--- src/rtl/tam_fifo.sv ---
// Small first-in first-out queue built from registers.
// Depends on nothing but its parameters.
module tam_fifo #(
	parameter int WIDTH = 32,
	parameter int DEPTH = 4
) (
	input  logic             clk,
	input  logic             arst_n,
	input  logic             push,
	input  logic [WIDTH-1:0] din,
	output logic             full,
	input  logic             pop,
	output logic [WIDTH-1:0] dout,
	output logic             empty
);

	localparam int PTR_W = (DEPTH > 1) ? $clog2(DEPTH) : 1;
	localparam int CNT_W = $clog2(DEPTH + 1);

	logic [WIDTH-1:0] mem_q [DEPTH];
	logic [PTR_W-1:0] wr_ptr_q, rd_ptr_q;
	logic [CNT_W-1:0] count_q;
	logic do_push, do_pop;

	function automatic logic [PTR_W-1:0] ptr_next(input logic [PTR_W-1:0] p);
		return (p == PTR_W'(DEPTH - 1)) ? '0 : p + PTR_W'(1);
	endfunction

	assign full = (count_q == CNT_W'(DEPTH));
	assign empty = (count_q == '0);
	assign do_push = push && !full;
	assign do_pop = pop && !empty;
	assign dout = mem_q[rd_ptr_q];

	always_ff @(posedge clk or negedge arst_n) begin
		if (!arst_n) begin
			wr_ptr_q <= '0;
			rd_ptr_q <= '0;
			count_q <= '0;
		end else begin
			if (do_push)
				wr_ptr_q <= ptr_next(wr_ptr_q);
			if (do_pop)
				rd_ptr_q <= ptr_next(rd_ptr_q);
			if (do_push && !do_pop)
				count_q <= count_q + CNT_W'(1);
			else if (do_pop && !do_push)
				count_q <= count_q - CNT_W'(1);
		end
	end

	always_ff @(posedge clk) begin
		if (do_push)
			mem_q[wr_ptr_q] <= din;
	end

endmodule

--- config.mk ---
export PLATFORM = sky130hd
export DESIGN_NAME = tam_fifo
export DESIGN_NICKNAME = d
export VERILOG_FILES = /design/src/rtl/tam_fifo.sv
export SDC_FILE = /design/constraint.sdc
export NUM_CORES = 1
export LEC_CHECK = 0
export ABC_AREA = 1
export BUFFER_PORTS_ARGS = -buffer_cell sky130_fd_sc_hd__buf_2
export CELL_PAD_IN_SITES_DETAIL_PLACEMENT = 0
export CELL_PAD_IN_SITES_GLOBAL_PLACEMENT = 1
export CORE_MARGIN = 5
export CORE_UTILIZATION = 50
export CTS_CLUSTER_DIAMETER = 150
export DETAILED_ROUTE_END_ITERATION = 7
export PLACE_DENSITY_LB_ADDON = 0.1
export SLEW_MARGIN = 20
export SYNTH_ARGS = -nofsm -noshare
export SYNTH_HDL_FRONTEND = slang
export SYNTH_SLANG_ARGS = --single-unit
--- constraint.sdc ---
create_clock -name clk -period 7.57 [get_ports clk]
set_clock_uncertainty 0.2 [all_clocks]
set_input_delay 1.514 -clock clk [delete_from_list [all_inputs] [get_ports clk]]
set_output_delay 1.514 -clock clk [all_outputs]
set_load 0.005 [all_outputs]
==> flow_summary.toml <==
[outcome]
status = "completed"

[synth]
syn_area_per_cell_um2 = 12.7
syn_nets = 477
synth_cell_type_count = 16
yosysWarnings = 0
synth_top_area_frac = 0.700
ys_seq_area_frac = 0.731
synth_area_leaders = "edfxtp_1 (70%), o211ai_1 (8.7%), nand2_1 (7.6%)"
syn_area_mm2 = 0.00549
syn_inst = 434
yosys_register_bits = 135
synth_top_cell_by_area = "edfxtp_1"

[global_route]
grt_overflow_total = 0
grt_pass1_vias = 3141
grt_usage = 0.163
grt_max_degree = 83
grt_pass1_wl_um = 16200
antenna_found_initial = 0

[pwr]
p_leak_nw = 2.66
power_density_mw_per_mm2 = 389
max-vdd-ir-drop_mv = 0.197

[critical_path]
worst-path-buf-inv = 2
crit_type = "flip-flop to output pin"
cp.required_ps = 5860
arrival_ps = 2130
reg2reg_setup_slack_ps = 5130
critPathMaxStageDelay_ps = 770
cp-end-kind = "output pin"
critPathMostFrequentCell = "nand2_1"
critPathSlowestCell = "dfrtp_4"
crit_family = "flip-flops"
crit_path_cell_trace = "buf_16 > nand2_1 > o211ai_1 > nand2_1 > buf_2"
startpoint_type = "flip-flop"
cp_max_fo = 82

[run]
drv_cap = 0

[timing]
finalHoldViolations = 0
tightestPinTransition_ps = 1090
post-route-period-util = 0.508
rsz0062_at_grt = "false"
fin_crit_ps = 3850
relSlewSlack = 0.270
final.setup.tns_ps = 0
max_freq_ghz = 0.260
whs_ps = 319
drv_slew = 0
final-setup-viol-count = 0

[finish]
syn_to_final_growth_pct = 18.4
design_area_mm2 = 0.00651
nets = 547
diodes = 0
layout.cells.non_filler = 652
final_cell_mix = "edfxtp_1 (128), nand2_1 (111), inv_1 (79)"
drive_gt1_frac = 0.195
final_util = 0.603
final_common_cell = "edfxtp_1"

[drt]
vias = 3228
wire_per_inst_um = 15.3
antenna_left = 0
drcViolationCount = 0
first_iter_violations = 143
first_pass_iters = 7
vias_per_cell = 4.95
routed_wl_um = 9990

[place]
place_inst = 624
dpl_cell_area_mm2 = 0.00598
portBuffers = 69
place.gp.congestion = 0.682
dpl.hpwl_um = 5710

[die]
start_util = 0.509
dieArea_mm2 = 0.0132
ios = 70
die_h_um = 115
placementRows = 38
core-area_mm2 = 0.0108
die_x_um = 115

[clock_tree]
clock_latency_ps = 510
cts.sinks = 135
cts_hold_buffers = 0
cts_resized = 0
clkTransAtPathRegs_ps = 60
ctsHtreeMaxLevel = 4
cts_tree = "done"
cts-root-buf = "clkbuf_8"
numCtsBuffers = 17
cts_setup_buffers = 0
clk_path_buf_depth = 2

[min_path]
hold_path.class = "flip-flop to flip-flop"
cell usage after synthesis:
| library cell | count |
|---|---|
| buf_2 | 18 |
| buf_4 | 1 |
| clkbuf_1 | 2 |
| dfrtp_1 | 7 |
| edfxtp_1 | 128 |
| fa_1 | 1 |
| ha_1 | 6 |
| inv_1 | 79 |
| inv_2 | 1 |
| nand2_1 | 111 |
| nand3_1 | 7 |
| nand4_1 | 1 |
| nor2_1 | 6 |
| o211ai_1 | 64 |
| o21ai_0 | 1 |
| xnor2_1 | 1 |
path summary, 6_finish.rpt:
| check | startpoint | end | cells after the start |
|---|---|---|---|
| min in group asynchronous | arst_n | wr_ptr_q[0] | 1 |
| max in group asynchronous | arst_n | rd_ptr_q[0] | 1 |
| max | rd_ptr_q[0] | dout[22] | 5 |
| min | count_q[2] | count_q[2] | 2 |
| min reg2reg | count_q[2] | count_q[2] | 2 |
| max reg2reg | count_q[0] | mem_q[1][20] | 4 |
per-stage QoR:
step	power, mW	setup WS, ps
3_5_place_dp	1.84	4070
6_report	2.53	3720
3_3_place_gp	1.80	4100
5_1_grt	2.70	3600
2_1_floorplan	1.54	3940
4_1_cts	2.56	3750
worst register-to-register path, cell delays in order (launching register included):
cell and delay (ps):
dfrtp_1 400, inv_1 70, nand3_1 130, nand2_1 300, nor2_4 930
registers in the layout, indices dropped and copies added, names as in the netlist:
register / cells
wr_ptr_q: 2
rd_ptr_q: 2
count_q: 3
mem_q: 128
per-layer routing:
layer / vias to the layer above / track usage / part of all wire
met3: 7 / 0.0447 / 0.038
met1: 1544 / 0.217 / 0.46
met2: 50 / 0.258 / 0.49
met4: 0 / 0.0642 / 0.0087
li1: 1627 / - / -
met5: - / 0 / 0
final cells by class:
class	instances	area, um2
tap	140	175
multi-input combinational	198	1100
clock inverter	8	86.3
sequential	135	4020
fill	848	4290
clock buffer	19	422
timing repair buffer	72	400
inverter	80	300
cell families (layout without fill, tap and decap cells):
family / Yosys count / count (layout) / share of synthesized area
AOI/OAI and AO/OA: 65 / 65 / 0.0884
xor gates and xnor gates: 1 / 1 / 0.00159
DFF: 135 / 135 / 0.731
buffers and inverters: 101 / 179 / 0.0738
and+or+nand+nor: 125 / 125 / 0.0875
adders and majority gates: 7 / 7 / 0.0173
report_power, final:
group | switching (mW) | total (mW) | internal, mW
sequential | 0.0792 | 1.07 | 0.988
clock | 0.269 | 0.722 | 0.453
combinational | 0.460 | 0.740 | 0.280
total | 0.808 | 2.53 | 1.72
No activity file was read; power rests on OpenSTA's default activity.
