--- src/rtl/tam_pkg.sv ---
// Shared types, constants and the arctangent step table of the tilt angle averager.
// Depends on nothing; the core, tam_front and tam_back import it.
package tam_pkg;

	localparam int SAMPLE_W = 12;
	localparam int ANGLE_W = 16;
	localparam int CORDIC_ITERS = 16;
	localparam int CW = 29;
	localparam int ZW = 28;
	localparam int IN_SCALE = 14;
	localparam int FRAC_SHIFT = 12;
	localparam int DEG180 = 47185920;
	localparam int ANG_LIMIT = 11520;
	localparam int QUARTER = 5760;
	localparam int WINDOW_DEFAULT = 20;
	localparam int QUEUE_DEPTH_DEFAULT = 4;
	localparam int LANES = 2;
	localparam int LANE_XY = 0;
	localparam int LANE_XZ = 1;

	typedef logic signed [ANGLE_W-1:0] angle_t;

	typedef struct packed {
		angle_t xy;
		angle_t xz;
	} angle_pair_t;

	typedef struct packed {
		logic signed [CW-1:0] x;
		logic signed [CW-1:0] y;
		logic signed [ZW-1:0] z;
	} cordic_t;

	// Angle of one micro-rotation, in 1/262144 degree.
	function automatic logic signed [ZW-1:0] atan_step(input int unsigned i);
		logic signed [ZW-1:0] a;
		unique case (i)
			0: a = ZW'(11796480);
			1: a = ZW'(6963869);
			2: a = ZW'(3679517);
			3: a = ZW'(1867780);
			4: a = ZW'(937515);
			5: a = ZW'(469214);
			6: a = ZW'(234664);
			7: a = ZW'(117339);
			8: a = ZW'(58671);
			9: a = ZW'(29335);
			10: a = ZW'(14668);
			11: a = ZW'(7334);
			12: a = ZW'(3667);
			13: a = ZW'(1833);
			14: a = ZW'(917);
			15: a = ZW'(458);
			default: a = '0;
		endcase
		return a;
	endfunction

endpackage

--- src/rtl/tam_back.sv ---
// Back end: ring buffer, running sums and the division by the window length.
// Depends on tam_pkg for the angle types.
module tam_back #(
	parameter int WINDOW = tam_pkg::WINDOW_DEFAULT
) (
	input  logic                 clk,
	input  logic                 arst_n,
	input  logic                 in_valid,
	output logic                 in_pop,
	input  tam_pkg::angle_pair_t in_pair,
	input  logic                 out_full,
	output logic                 out_push,
	output tam_pkg::angle_pair_t out_pair
);

	import tam_pkg::*;

	localparam int SLOT_W = (WINDOW > 1) ? $clog2(WINDOW) : 1;
	localparam int SUM_W = ANGLE_W + $clog2(WINDOW);
	localparam int MAG_W = SUM_W - 1;
	localparam int PROD_W = 2 * MAG_W + 1;
	localparam logic [MAG_W:0] RECIP = (MAG_W + 1)'((64'(1) << MAG_W) / WINDOW);

	logic en;
	logic [SLOT_W-1:0] slot_q, slot_nx;
	logic [WINDOW-1:0] ent_vld_q;
	angle_pair_t mem_q [WINDOW];
	angle_pair_t rd_q, byp_val_q, old_pair;
	logic byp_q, live_q;
	logic v_s1, v_s2, v_s3;
	angle_t new_a [LANES];
	angle_t old_a [LANES];
	angle_t res_a [LANES];

	assign en = !out_full;
	assign in_pop = en && in_valid;
	assign out_push = en && v_s3;
	assign slot_nx = (slot_q == SLOT_W'(WINDOW - 1)) ? '0 : slot_q + SLOT_W'(1);

	// The entry leaving the window was fetched one request ahead; a slot never written reads zero.
	assign old_pair = byp_q ? byp_val_q : (live_q ? rd_q : '0);
	assign new_a[LANE_XY] = in_pair.xy;
	assign new_a[LANE_XZ] = in_pair.xz;
	assign old_a[LANE_XY] = old_pair.xy;
	assign old_a[LANE_XZ] = old_pair.xz;
	assign out_pair.xy = res_a[LANE_XY];
	assign out_pair.xz = res_a[LANE_XZ];

	always_ff @(posedge clk or negedge arst_n) begin
		if (!arst_n) begin
			slot_q <= '0;
			ent_vld_q <= '0;
			byp_q <= 1'b0;
			live_q <= 1'b0;
			v_s1 <= 1'b0;
			v_s2 <= 1'b0;
			v_s3 <= 1'b0;
		end else if (en) begin
			v_s1 <= in_pop;
			v_s2 <= v_s1;
			v_s3 <= v_s2;
			if (in_pop) begin
				ent_vld_q[slot_q] <= 1'b1;
				slot_q <= slot_nx;
				byp_q <= (slot_nx == slot_q);
				live_q <= ent_vld_q[slot_nx];
			end
		end
	end

	always_ff @(posedge clk) begin
		if (in_pop) begin
			mem_q[slot_q] <= in_pair;
			rd_q <= mem_q[slot_nx];
			byp_val_q <= in_pair;
		end
	end

	genvar l;
	generate
		for (l = 0; l < LANES; l++) begin : g_lane
			logic signed [SUM_W-1:0] sum_q, sum_abs;
			logic [PROD_W-1:0] prod_s2;
			logic [MAG_W-1:0] mag_s2, mag_s3;
			logic neg_s2, neg_s3;
			logic [ANGLE_W-1:0] q0_s3, q_fix;
			logic [MAG_W:0] qw_s3, rem;

			always_ff @(posedge clk or negedge arst_n) begin
				if (!arst_n)
					sum_q <= '0;
				else if (in_pop)
					sum_q <= sum_q - SUM_W'(old_a[l]) + SUM_W'(new_a[l]);
			end

			assign sum_abs = sum_q[SUM_W-1] ? -sum_q : sum_q;

			// Quotient by reciprocal; the estimate is exact or one short.
			always_ff @(posedge clk) begin
				if (en) begin
					neg_s2 <= sum_q[SUM_W-1];
					mag_s2 <= sum_abs[MAG_W-1:0];
					prod_s2 <= PROD_W'(sum_abs[MAG_W-1:0]) * PROD_W'(RECIP);
					neg_s3 <= neg_s2;
					mag_s3 <= mag_s2;
					q0_s3 <= prod_s2[MAG_W +: ANGLE_W];
					qw_s3 <= (MAG_W + 1)'(prod_s2[MAG_W +: ANGLE_W]) * (MAG_W + 1)'(WINDOW);
				end
			end

			always_comb begin
				rem = (MAG_W + 1)'(mag_s3) - qw_s3;
				q_fix = q0_s3;
				if (rem >= (MAG_W + 1)'(WINDOW))
					q_fix = q0_s3 + ANGLE_W'(1);
				res_a[l] = neg_s3 ? -angle_t'(q_fix) : angle_t'(q_fix);
			end
		end
	endgenerate

endmodule
--- config.mk ---
export PLATFORM = sky130hd
export DESIGN_NAME = tam_back
export DESIGN_NICKNAME = d
export VERILOG_FILES = /design/src/rtl/tam_pkg.sv /design/src/rtl/tam_back.sv
export SDC_FILE = /design/constraint.sdc
export NUM_CORES = 2
export LEC_CHECK = 0
export ABC_AREA = 1
export BUFFER_PORTS_ARGS = -buffer_cell sky130_fd_sc_hd__buf_2
export CAP_MARGIN = 20
export CORE_MARGIN = 2
export CORE_UTILIZATION = 55
export CTS_CLUSTER_DIAMETER = 80
export DETAILED_ROUTE_END_ITERATION = 10
export GPL_ROUTABILITY_DRIVEN = 0
export PLACE_DENSITY = 0.75
export RECOVER_POWER = 25
export SLEW_MARGIN = 40
export SYNTH_ARGS = -nofsm -noshare
export SYNTH_HDL_FRONTEND = slang
export SYNTH_SLANG_ARGS = --single-unit
--- constraint.sdc ---
create_clock -name clk -period 17.85 [get_ports clk]
set_clock_uncertainty 0.2 [all_clocks]
set_input_delay 0.8925 -clock clk [delete_from_list [all_inputs] [get_ports clk]]
set_output_delay 0.8925 -clock clk [all_outputs]
set_load 0.05 [all_outputs]
==> impl_metrics.yaml <==
clock_network:
  cts-root-buf: "clkbuf_16"
  cts_buffers: 96
  cts.sinks: 958
  cts_resized: 0
  clockBufferDepth: 3
  clk_pin_slew_worst_paths_ns: 0.06
  cts_setup_buffers: 0
  cts_tree: "done"
  clk_latency_ns: 0.68
  hold_buffers: 1
  htree_levels: 3
synthesis:
  seq_area_frac_synth_pct: 50.9
  synth_area_leader_cell: "edfxtp_1"
  synth.distinct_cells: 58
  synthTopCellsByArea: "edfxtp_1 48%, ha_1 9.3%, fa_1 7.9%, inv_1 5.3%, nand2_1 4.6%"
  yosysMostFrequentCell: "edfxtp_1"
  yosysWarnings: 0
  syn-mean-instance-area_um2: 10.4
  ys_ff_latch: 958
  synth_fp_nets: 6035
  synth-main-ff-cell: "edfxtp_1"
  synthesis.area_um2: 55800
  async_reset_ff_share_pct: 7.52
  syn_inst: 5367
  yosys-top-cells-count: "886 x edfxtp_1, 786 x inv_1, 687 x nand2_1"
  netlist.area_leader.share_pct: 47.6
  synth_edf_count: 886
cells_and_area:
  fin_nets: 6090
  area_growth_pct: 9.63
  final_area_um2: 61200
  drive_gt1_share_pct: 7.00
  fillers: 7960
critical_path:
  critPathCaptureType: "register"
  cp.arrival_ns: 7.74
  cpMaxStageDelayCell: "fa_1"
  critPathLaunchType: "register"
  critical_path_class: "reg2reg"
  crit_fanout: 7
  slowest_delay_ns: 0.50
  cpMostUsedCell: "inv_1"
  required_ns: 18.07
grt:
  grt_pass1_wl_um: 207000
  grt_max_degree: 146
  antenna_found_initial: 7
  grt_pass1_vias: 38300
  track_usage_pct: 25.4
  overflow: 0
floorplanning:
  die_y_um: 323
  start_util_pct: 55.6
  num_rows: 116
  pin_count: 70
  fp.dieArea_um2: 104000
  core_um2: 100000
  die_x_um: 323
timing:
  finalCritPeriodShare_pct: 42.1
  setup_tns_ns: 0
  fin_crit_ns: 7.52
  report.final.setup_viol: 0
  slew_viol_final: 0
  fmax_mhz: 133
  hold_viol: 0
  slew_headroom_pct: 29.7
  worst_pin_slew_ns: 1.05
  hold_ws_ns: 0.194
  rsz0062_at_grt: "no"
place:
  port_buffers: 69
  place_area_um2: 57900
  dp_hpwl_um: 86900
drt:
  dr.pass1.iters: 7
  postRouteAntennaNets: 0
  drt_iter0_drc: 3665
  wl_per_cell_um: 19.1
  drc_errors: 0
  vias_per_cell: 5.68
  wl_um: 131000
  routed-via-count: 39000
run_status:
  outcome: "finished clean"
flow_run:
  cap_violations: 0
hold_path:
  hp-class: "reg2reg"
[path summary, 6_finish.rpt]
path / cells past startpoint / start / end / slack, ns
worst max-delay path: 28 / g_lane[0].sum_q[0] / g_lane[0].prod_s2[32] / 10.33
worst min-delay path: 0 / g_lane[0].mag_s2[11] / g_lane[0].mag_s3[11] / 0.19
worst max register to register: 28 / g_lane[0].sum_q[0] / g_lane[0].prod_s2[32] / 10.33
worst min register to register: 0 / g_lane[0].mag_s2[11] / g_lane[0].mag_s3[11] / 0.19
max in group asynchronous: 3 / arst_n / g_lane[1].sum_q[9] / 15.99
min in group asynchronous: 2 / arst_n / ent_vld_q[15] / 0.52
[state kept, by name (all words and copies together) (netlist names), 32 cells and up]
name / count
byp_val_q: 32
g_lane.mag_s2: 40
g_lane.mag_s3: 40
g_lane.prod_s2: 32
g_lane.q0_s3: 32
g_lane.qw_s3: 34
g_lane.sum_q: 42
mem_q: 640
rd_q: 32
[layer usage]
metal  wire (um)  vias up  global-route usage, %
li1            -    18400                      -
met1       53600    18900                   33.6
met2       64200     1449                   43.1
met3        9980      272                   3.82
met4        3580        6                   8.05
met5          47        -                      0
[metrics by stage]
stage                     setup slack [ns]  utilization (%)  cells
final                                10.33             61.0   6862
after global routing                  9.66             61.0   6861
after CTS                            10.34             60.9   6858
after floorplan                       8.60                -   5367
after detailed placement             10.42             57.7   6679
after global placement               10.47             57.5   6676
[worst max-delay path, delay by kind of cell (launching register included)]
family / cells / cell delay, ns
XOR/XNOR: 2 / 0.52
buffers and inverters: 7 / 0.66
AO/OA/AOI/OAI: 8 / 1.70
AND/OR/NAND/NOR: 4 / 0.95
flip-flops: 1 / 0.43
adder cells (fa/ha/maj): 7 / 2.86
[area by class of cell]
cell class	count	area [um^2]	area share [%]
clock buffers	120	2550	4.17
clock inverters	58	674	1.10
multi-input cells	3448	24100	39.3
repair buffers	118	774	1.27
flip-flops and latches	958	28400	46.4
inverters	800	3020	4.94
diodes	3	7.51	0.0123
well taps	1357	1700	2.77
[cells in the final DEF, fill, tap and decap left out, types with 37 or more instances in the layout]
master     netlist  final
ha_1           413    412
nand3_1        162    162
nand2_2         44     46
buf_4            1     39
a22o_1          50     50
nor2_1         573    552
dfrtp_1         72     72
clkbuf_1       141     44
xor2_1         151    138
clkbuf_16        0     97
inv_1          786    782
xnor2_1         41     41
nand2_1        687    684
o22ai_1        134    134
nor3_1          37     37
a21oi_1        187    187
o21ai_0        487    485
edfxtp_1       886    886
buf_2           10     43
fa_1           219    219
[kinds of logic (layout without fill, tap and decap cells)]
kind of cell    count (synthesis)  after routing  synth area share [%]
compound gates               1014           1014                  10.4
buf+inv                       961           1096                  6.52
flops                         958            958                  50.9
other cells                     0              3                     0
simple gates                 1610           1610                  12.1
fa+ha+maj                     632            632                  17.1
xor+xnor                      192            192                  3.01
Power is left out: the tool's default activity adds up to more than one toggle a clock period on the data nets, which glitch-free logic cannot reach.
